**config.mk**
```make
export PLATFORM = sky130hd
export DESIGN_NAME = line_pixel_generator_core_flat
export DESIGN_NICKNAME = d
export VERILOG_FILES = /design/src/rtl/lpg_pkg.sv /design/src/rtl/lpg_seg_if.sv /design/src/rtl/lpg_pix_if.sv /design/src/rtl/lpg_ctrl.sv /design/src/rtl/lpg_datapath.sv /design/src/rtl/line_pixel_generator_core.sv /design/src/flat_wrapper.sv
export SDC_FILE = /design/constraint.sdc
export NUM_CORES = 1
export LEC_CHECK = 0
export BUFFER_PORTS_ARGS = -buffer_cell sky130_fd_sc_hd__buf_4
export CAP_MARGIN = 20
export CORE_MARGIN = 1.5
export CORE_UTILIZATION = 53
export DETAILED_ROUTE_END_ITERATION = 10
export PLACE_DENSITY = 0.84
export SKIP_CTS_REPAIR_TIMING = 1
export SYNTH_ARGS = -nofsm -noshare
export SYNTH_HDL_FRONTEND = slang
export SYNTH_SLANG_ARGS = --single-unit
```
**constraint.sdc**
```tcl
create_clock -name clk -period 5.8 [get_ports clk]
set_input_delay 0.29 -clock clk [delete_from_list [all_inputs] [get_ports clk]]
set_output_delay 0.29 -clock clk [all_outputs]
set_load 0.01 [all_outputs]
```
**src/rtl/lpg_pkg.sv**
```systemverilog
// lpg_pkg: shared constants, controller state type and the command/status
// structs that join the line controller and the line datapath
// no dependencies
package lpg_pkg;

  localparam int COORD_W        = 6;
  localparam int COLOR_W        = 24;
  localparam int COORD_BITS_DEF = 6;

  typedef enum logic [1:0] {
    ST_IDLE,
    ST_SETUP,
    ST_WALK
  } state_t;

  typedef struct packed {
    logic load;   // capture the segment endpoints and color
    logic setup;  // orient the segment and clear the error accumulator
    logic step;   // present the current pixel and advance along the major axis
  } cmd_t;

  typedef struct packed {
    logic at_end; // walk position equals the major end
  } status_t;

endpackage

```
**src/rtl/lpg_seg_if.sv**
```systemverilog
// lpg_seg_if: segment channel (two endpoints and a color) with valid/ready
// depends on lpg_pkg
interface lpg_seg_if;
  logic                         valid;
  logic                         ready;
  logic [lpg_pkg::COORD_W-1:0]  start_x;
  logic [lpg_pkg::COORD_W-1:0]  start_y;
  logic [lpg_pkg::COORD_W-1:0]  end_x;
  logic [lpg_pkg::COORD_W-1:0]  end_y;
  logic [lpg_pkg::COLOR_W-1:0]  line_color;

  modport source (output valid, start_x, start_y, end_x, end_y, line_color, input ready);
  modport sink   (input valid, start_x, start_y, end_x, end_y, line_color, output ready);
endinterface

```
**src/rtl/lpg_pix_if.sv**
```systemverilog
// lpg_pix_if: pixel channel (coordinates, color, last flag) with valid/ready
// depends on lpg_pkg
interface lpg_pix_if;
  logic                         valid;
  logic                         ready;
  logic [lpg_pkg::COORD_W-1:0]  pixel_x;
  logic [lpg_pkg::COORD_W-1:0]  pixel_y;
  logic [lpg_pkg::COLOR_W-1:0]  pixel_color;
  logic                         last_pixel;

  modport source (output valid, pixel_x, pixel_y, pixel_color, last_pixel, input ready);
  modport sink   (input valid, pixel_x, pixel_y, pixel_color, last_pixel, output ready);
endinterface

```
**src/rtl/lpg_ctrl.sv**
```systemverilog
// lpg_ctrl: line controller state machine, owns the input ready and the
// output valid flag; drives the datapath through lpg_pkg::cmd_t
module lpg_ctrl (
  input  logic             clk,
  input  logic             rst,
  input  logic             in_valid,
  output logic             in_ready,
  output logic             out_valid,
  input  logic             out_ready,
  input  lpg_pkg::status_t status,
  output lpg_pkg::cmd_t    cmd
);

  lpg_pkg::state_t state, state_next;
  logic            out_valid_next;

  always_ff @(posedge clk) begin
    if (rst) begin
      state     <= lpg_pkg::ST_IDLE;
      out_valid <= 1'b0;
    end else begin
      state     <= state_next;
      out_valid <= out_valid_next;
    end
  end

  always_comb begin
    state_next     = state;
    out_valid_next = out_valid;
    in_ready       = 1'b0;
    cmd            = '0;
    // output register drains independently of the walk
    if (out_valid && out_ready) out_valid_next = 1'b0;
    unique case (state)
      lpg_pkg::ST_IDLE: begin
        in_ready = 1'b1;
        if (in_valid) begin
          cmd.load   = 1'b1;
          state_next = lpg_pkg::ST_SETUP;
        end
      end
      lpg_pkg::ST_SETUP: begin
        cmd.setup  = 1'b1;
        state_next = lpg_pkg::ST_WALK;
      end
      lpg_pkg::ST_WALK: begin
        if (!out_valid || out_ready) begin
          cmd.step       = 1'b1;
          out_valid_next = 1'b1;
          if (status.at_end) state_next = lpg_pkg::ST_IDLE;
        end
      end
      default: state_next = lpg_pkg::ST_IDLE;
    endcase
  end

  a_load_then_setup: assert property (@(posedge clk) disable iff (rst)
    cmd.load |=> state == lpg_pkg::ST_SETUP)
    else $error("segment capture not followed by setup");

  a_setup_then_walk: assert property (@(posedge clk) disable iff (rst)
    cmd.setup |=> state == lpg_pkg::ST_WALK && !cmd.load)
    else $error("setup not followed by walk");

  a_last_ends_line: assert property (@(posedge clk) disable iff (rst)
    cmd.step && status.at_end |=> state == lpg_pkg::ST_IDLE && out_valid)
    else $error("last pixel did not end the line");

  a_stall_holds_pixel: assert property (@(posedge clk) disable iff (rst)
    out_valid && !out_ready |=> out_valid && !$past(cmd.step))
    else $error("pixel overwritten while stalled");

endmodule

```
**src/rtl/lpg_datapath.sv**
```systemverilog
// lpg_datapath: segment registers, orientation logic, Bresenham walk and
// the output pixel register; controlled by lpg_ctrl through lpg_pkg types
module lpg_datapath #(
  parameter int COORD_BITS = lpg_pkg::COORD_BITS_DEF
) (
  input  logic                        clk,
  input  lpg_pkg::cmd_t               cmd,
  output lpg_pkg::status_t            status,
  input  logic [lpg_pkg::COORD_W-1:0] start_x,
  input  logic [lpg_pkg::COORD_W-1:0] start_y,
  input  logic [lpg_pkg::COORD_W-1:0] end_x,
  input  logic [lpg_pkg::COORD_W-1:0] end_y,
  input  logic [lpg_pkg::COLOR_W-1:0] line_color,
  output logic [lpg_pkg::COORD_W-1:0] pixel_x,
  output logic [lpg_pkg::COORD_W-1:0] pixel_y,
  output logic [lpg_pkg::COLOR_W-1:0] pixel_color,
  output logic                        last_pixel
);

  localparam int C = COORD_BITS;
  localparam int E = COORD_BITS + 3;  // accumulator stays within -span .. 3*span-1

  // captured segment
  logic [C-1:0]                ax, ay, bx, by;
  logic [lpg_pkg::COLOR_W-1:0] held_color;

  // walk state
  logic [C-1:0]        major_pos, major_end, minor_pos, span;
  logic [C:0]          twice_minor;
  logic signed [E-1:0] error_acc, error_acc_next;
  logic                minor_step_up, steep_flag;

  // setup terms
  logic [C-1:0] dx, dy, maj0, min0, maj1, min1;
  logic         steep, swap;

  // step terms
  logic signed [E-1:0] err_sum;
  logic                minor_move;

  always_comb begin
    dx    = (ax > bx) ? ax - bx : bx - ax;
    dy    = (ay > by) ? ay - by : by - ay;
    steep = dy > dx;
    maj0  = steep ? ay : ax;
    min0  = steep ? ax : ay;
    maj1  = steep ? by : bx;
    min1  = steep ? bx : by;
    swap  = maj0 > maj1;
  end

  always_comb begin
    err_sum    = error_acc + $signed({2'b00, twice_minor});
    minor_move = err_sum >= $signed({3'b000, span});
    error_acc_next = minor_move ? err_sum - $signed({2'b00, span, 1'b0}) : err_sum;
  end

  assign status.at_end = major_pos == major_end;

  always_ff @(posedge clk) begin
    if (cmd.load) begin
      ax         <= start_x[C-1:0];
      ay         <= start_y[C-1:0];
      bx         <= end_x[C-1:0];
      by         <= end_y[C-1:0];
      held_color <= line_color;
    end
    if (cmd.setup) begin
      steep_flag    <= steep;
      major_pos     <= swap ? maj1 : maj0;
      major_end     <= swap ? maj0 : maj1;
      minor_pos     <= swap ? min1 : min0;
      minor_step_up <= swap ? (min0 > min1) : (min1 > min0);
      span          <= steep ? dy : dx;
      twice_minor   <= {(steep ? dx : dy), 1'b0};
      error_acc     <= '0;
    end
    if (cmd.step) begin
      pixel_x     <= lpg_pkg::COORD_W'(steep_flag ? minor_pos : major_pos);
      pixel_y     <= lpg_pkg::COORD_W'(steep_flag ? major_pos : minor_pos);
      pixel_color <= held_color;
      last_pixel  <= status.at_end;
      if (!status.at_end) begin
        error_acc <= error_acc_next;
        major_pos <= major_pos + 1'b1;
        if (minor_move) minor_pos <= minor_step_up ? minor_pos + 1'b1 : minor_pos - 1'b1;
      end
    end
  end

endmodule

```
**src/rtl/line_pixel_generator_core.sv**
```systemverilog
// line_pixel_generator_core: Bresenham line rasterizer top level
// depends on lpg_pkg, lpg_seg_if, lpg_pix_if, lpg_ctrl, lpg_datapath
//
// usage:
//   seg channel (sink): one line segment per beat, endpoints start/end and a
//   24-bit color; coordinates keep their low COORD_BITS bits.
//   pix channel (source): one beat per pixel along the major axis, from the
//   lower major coordinate upward, last_pixel set on the final beat.
//   order: the segment beat is captured, then oriented in setup, and the
//   walk then registers the first pixel; pixels follow one per cycle while
//   pix.ready is high, paced by the single-step walk of the error
//   accumulator. a line has N pixels (1 to 2^COORD_BITS); seg.ready is
//   high only between lines.
//   the last pixel sits in the output register while the next segment is
//   already taken in.
//   stall: when pix.ready is low the current pixel holds and the walk waits.
//   reset (rst, synchronous): returns to idle and drops pix.valid; a line in
//   progress is abandoned.
module line_pixel_generator_core #(
  parameter int COORD_BITS = lpg_pkg::COORD_BITS_DEF
) (
  input  logic      clk,
  input  logic      rst,
  lpg_seg_if.sink   seg,
  lpg_pix_if.source pix
);

  lpg_pkg::cmd_t    cmd;
  lpg_pkg::status_t status;

  lpg_ctrl u_ctrl (
    .clk       (clk),
    .rst       (rst),
    .in_valid  (seg.valid),
    .in_ready  (seg.ready),
    .out_valid (pix.valid),
    .out_ready (pix.ready),
    .status    (status),
    .cmd       (cmd)
  );

  lpg_datapath #(
    .COORD_BITS (COORD_BITS)
  ) u_datapath (
    .clk         (clk),
    .cmd         (cmd),
    .status      (status),
    .start_x     (seg.start_x),
    .start_y     (seg.start_y),
    .end_x       (seg.end_x),
    .end_y       (seg.end_y),
    .line_color  (seg.line_color),
    .pixel_x     (pix.pixel_x),
    .pixel_y     (pix.pixel_y),
    .pixel_color (pix.pixel_color),
    .last_pixel  (pix.last_pixel)
  );

endmodule

```
**src/flat_wrapper.sv**
```systemverilog
// flat-port wrapper written by rule: the top's interface ports become plain ports
module line_pixel_generator_core_flat 
#(
  parameter int COORD_BITS = lpg_pkg::COORD_BITS_DEF
)
  (clk, rst, seg_valid, seg_start_x, seg_start_y, seg_end_x, seg_end_y, seg_line_color, seg_ready, pix_valid, pix_pixel_x, pix_pixel_y, pix_pixel_color, pix_last_pixel, pix_ready);
  lpg_seg_if seg_i ();
  lpg_pix_if pix_i ();
  input  logic clk;
  input  logic rst;
  input wire logic [$bits(seg_i.valid)-1:0] seg_valid;
  input wire logic [$bits(seg_i.start_x)-1:0] seg_start_x;
  input wire logic [$bits(seg_i.start_y)-1:0] seg_start_y;
  input wire logic [$bits(seg_i.end_x)-1:0] seg_end_x;
  input wire logic [$bits(seg_i.end_y)-1:0] seg_end_y;
  input wire logic [$bits(seg_i.line_color)-1:0] seg_line_color;
  output wire logic [$bits(seg_i.ready)-1:0] seg_ready;
  output wire logic [$bits(pix_i.valid)-1:0] pix_valid;
  output wire logic [$bits(pix_i.pixel_x)-1:0] pix_pixel_x;
  output wire logic [$bits(pix_i.pixel_y)-1:0] pix_pixel_y;
  output wire logic [$bits(pix_i.pixel_color)-1:0] pix_pixel_color;
  output wire logic [$bits(pix_i.last_pixel)-1:0] pix_last_pixel;
  input wire logic [$bits(pix_i.ready)-1:0] pix_ready;
  assign seg_i.valid = seg_valid;
  assign seg_i.start_x = seg_start_x;
  assign seg_i.start_y = seg_start_y;
  assign seg_i.end_x = seg_end_x;
  assign seg_i.end_y = seg_end_y;
  assign seg_i.line_color = seg_line_color;
  assign seg_ready = seg_i.ready;
  assign pix_valid = pix_i.valid;
  assign pix_pixel_x = pix_i.pixel_x;
  assign pix_pixel_y = pix_i.pixel_y;
  assign pix_pixel_color = pix_i.pixel_color;
  assign pix_last_pixel = pix_i.last_pixel;
  assign pix_i.ready = pix_ready;
  line_pixel_generator_core #(.COORD_BITS(COORD_BITS)) u_core (.clk(clk), .rst(rst), .seg(seg_i), .pix(pix_i));
endmodule
```
==> results.yml <==
detailed_routing:
  routedWlPerCell_um: 19.5
  final_antenna_net_count: 0
  vias_per_cell: 5.86
  routed_wirelength_mm: 18.2
  drc_errors: 0
  drt_pass1_iterations: 5
  vias: 5471
  drt_iter0_drc: 493
floorplan:
  rows: 42
  dieArea_um2: 14200
  die_w_um: 119
  start_util: 0.541
  pin_count: 91
  core_um2: 13200
  die-height_um: 119
grt:
  grt_pass1_wl_mm: 25.8
  grt_usage: 0.234
  antenna_found_initial: 0
  grt_pass1_vias: 5248
  gr-total-overflow: 0
  grt_max_degree: 50
sta:
  tns_ns: -0.492
  maxSlewHeadroom: 0.248
  finalCriticalPeriod_ns: 5.91
  timing.final.max_slew_violations: 0
  fin_crit_sh: 1.02
  fmax_mhz: 169
  hold_violations: 0
  setup_ws_ns: -0.114
  fin_skew_ns: 0.00669
  tightest_slew_ns: 1.13
  setup_viol: 8
run_status:
  violations: "setup timing"
  status: "complete, but fails checks"
logic_synthesis:
  post-synth-top-count-cell: "edfxtp_1"
  synth_warnings: 0
  synth_edf_count: 106
  synth.distinct_cells: 52
  synth_nets: 726
  syn-instance-count: 604
  synthTopCellsByCount: "edfxtp_1, ha_1, inv_1, mux2i_1, a21oi_1"
  synth-seq-area-share: 0.511
  synth_ff_type: "edfxtp_1"
  synth.largest_area_cell: "edfxtp_1"
  ys_async_sr_fraction: 0
  syn_area_um2: 7140
  synth_area_leaders: "edfxtp_1, ha_1, dfxtp_1"
  yosysTopAreaCellShare: 0.446
  syn_avg_cell_area_um2: 11.8
  ys_ff_latch: 129
run:
  cap_viol_max_count: 0
clocking:
  clk_pin_slew_ns: 0.06
  numClockSinks: 129
  cts_tree: "yes"
  insertion_delay_ns: 0.41
  clk_path_buf_depth: 2
  htreeDepth: 4
  cts_made_buffers: 17
  cts-root-buf: "clkbuf_16"
setup_path:
  worst-path-buf-inv: 6
  worst-path-max-fanout: 6
  critPathLaunchType: "register"
  crit_path_end_kind: "register"
  critical-path-slowest-cell: "edfxtp_1"
  crit_top_cell: "inv_2"
  path_delay_family: "compound AO/OA/AOI/OAI gates"
  rr_worst_depth: 26
  crit_cells: 26
  required_ns: 6.10
  slowest_delay_ns: 0.43
  critical_path_class: "register to register"
  cp_data_arrival_time_ns: 6.21
placed_design:
  gp_congestion: 0.928
  dp_hpwl_mm: 11.7
  placed_area_um2: 8100
  place_inst: 868
  pre_cts_slack_ns: -0.219
  portBuffers: 90
layout:
  final_cell_count_no_fill: 933
  final_cell_area_um2: 9300
  area_growth_pct: 30.3
  nets: 866
  n_fill_cell: 858
  seq_area_um2: 3640
  layout-drive-gt1-share: 0.305
  multi_input_area_um2: 3500
  num_antenna_cells: 0
hold_path:
  hp-class: "primary input to register"
  min_path_cells: 1
pwr:
  combPwrFrac: 0.563
  internal_power_mw: 3.45
  peakVddDrop_v: 0.000322
  power_leakage_nw: 3.93
  total_power_mw: 5.59
  seq_power_share: 0.245
  power.switching_mw: 2.14
  power_frac_clock: 0.192
  powerDensity_nw_per_um2: 602
  switching_share: 0.383
-- registers in the layout, summed over array words and instances, names as in the netlist --
register,count
u_core.u_ctrl.out_valid,1
u_core.u_ctrl.state,2
u_core.u_datapath.ax,6
u_core.u_datapath.ay,6
u_core.u_datapath.bx,6
u_core.u_datapath.by,6
u_core.u_datapath.error_acc,9
u_core.u_datapath.held_color,24
u_core.u_datapath.last_pixel,1
u_core.u_datapath.major_end,6
u_core.u_datapath.major_pos,6
u_core.u_datapath.minor_pos,6
u_core.u_datapath.minor_step_up,1
u_core.u_datapath.pixel_color,24
u_core.u_datapath.pixel_x,6
u_core.u_datapath.pixel_y,6
u_core.u_datapath.span,6
u_core.u_datapath.steep_flag,1
u_core.u_datapath.twice_minor,6
-- per-layer routing --
metal,track usage,share of wire,wire [um],up-vias
li1,-,-,-,2524
met1,0.298,0.40,7330,2643
met2,0.394,0.51,9200,238
met3,0.0498,0.056,1030,66
met4,0.0858,0.035,638,0
met5,0,0,0,-
-- logic make-up (layout without fill, tap and decap cells) --
| logic type | Yosys count | in the layout | share of synthesized area |
|---|---|---|---|
| muxes | 59 | 59 | 0.0861 |
| xor gates and xnor gates | 25 | 25 | 0.0307 |
| buffers and inverters | 72 | 223 | 0.0391 |
| AOI/OAI and AO/OA | 140 | 142 | 0.128 |
| adders and majority gates | 70 | 70 | 0.130 |
| and+or+nand+nor | 109 | 109 | 0.0754 |
| DFF | 129 | 129 | 0.511 |
-- power groups by stage --
stage | Combinational (mW) | Clock, mW | Sequential (mW)
detailed placement | 2.39 | 0 | 1.38
global route | 3.40 | 1.13 | 1.39
floorplan | 1.82 | 0 | 1.34
finish | 3.15 | 1.07 | 1.37
CTS | 2.42 | 1.08 | 1.37
global placement | 2.29 | 0 | 1.37
-- cells in the final DEF, fill, tap and decap left out, types with 5 or more instances in the layout --
| master | n |
|---|---|
| ha_1 | 56 |
| ha_4 | 6 |
| nand3_1 | 16 |
| buf_4 | 130 |
| mux2i_1 | 38 |
| o21ai_0 | 25 |
| nor2b_1 | 8 |
| a21oi_1 | 34 |
| edfxtp_1 | 106 |
| a21o_1 | 18 |
| clkbuf_16 | 19 |
| xor2_1 | 6 |
| nand4_1 | 5 |
| nand2b_1 | 5 |
| dfxtp_1 | 23 |
| xnor2_1 | 16 |
| a221oi_1 | 5 |
| a21oi_2 | 7 |
| nor2_1 | 25 |
| inv_1 | 49 |
| nand2_1 | 26 |
| fa_1 | 5 |
| mux2_2 | 15 |
| o211ai_1 | 5 |
| nor3_1 | 6 |
| o21bai_1 | 6 |
-- worst paths after layout --
| check | startpoint | to | slack, ns |
|---|---|---|---|
| hold / removal | seg_line_color[3] | u_core.u_datapath.held_color[3] | 0.05 |
| hold reg to reg | u_core.u_datapath.held_color[8] | u_core.u_datapath.pixel_color[8] | 0.41 |
| setup / recovery | u_core.u_datapath.ay[0] | u_core.u_datapath.minor_pos[4] | -0.11 |
| setup reg to reg | u_core.u_datapath.ay[0] | u_core.u_datapath.minor_pos[4] | -0.11 |
-- final cells by class --
type                            instances  area share
Clock buffer                           18      0.0462
Clock inverter                         14      0.0176
Inverter                               54      0.0218
Multi-Input combinational cell        405       0.377
Sequential cell                       129       0.392
Tap cell                              176      0.0237
Timing Repair Buffer                  137       0.122
-- per-stage QoR --
stage / util / hold slack [ns]
finish: 0.705 / 0.0483
global route: 0.705 / 0.0339
CTS: 0.659 / 0.0353
detailed placement: 0.614 / 0.405
global placement: 0.614 / 0.401
floorplan: - / 0.359
No activity file was read; power rests on OpenSTA's default activity.
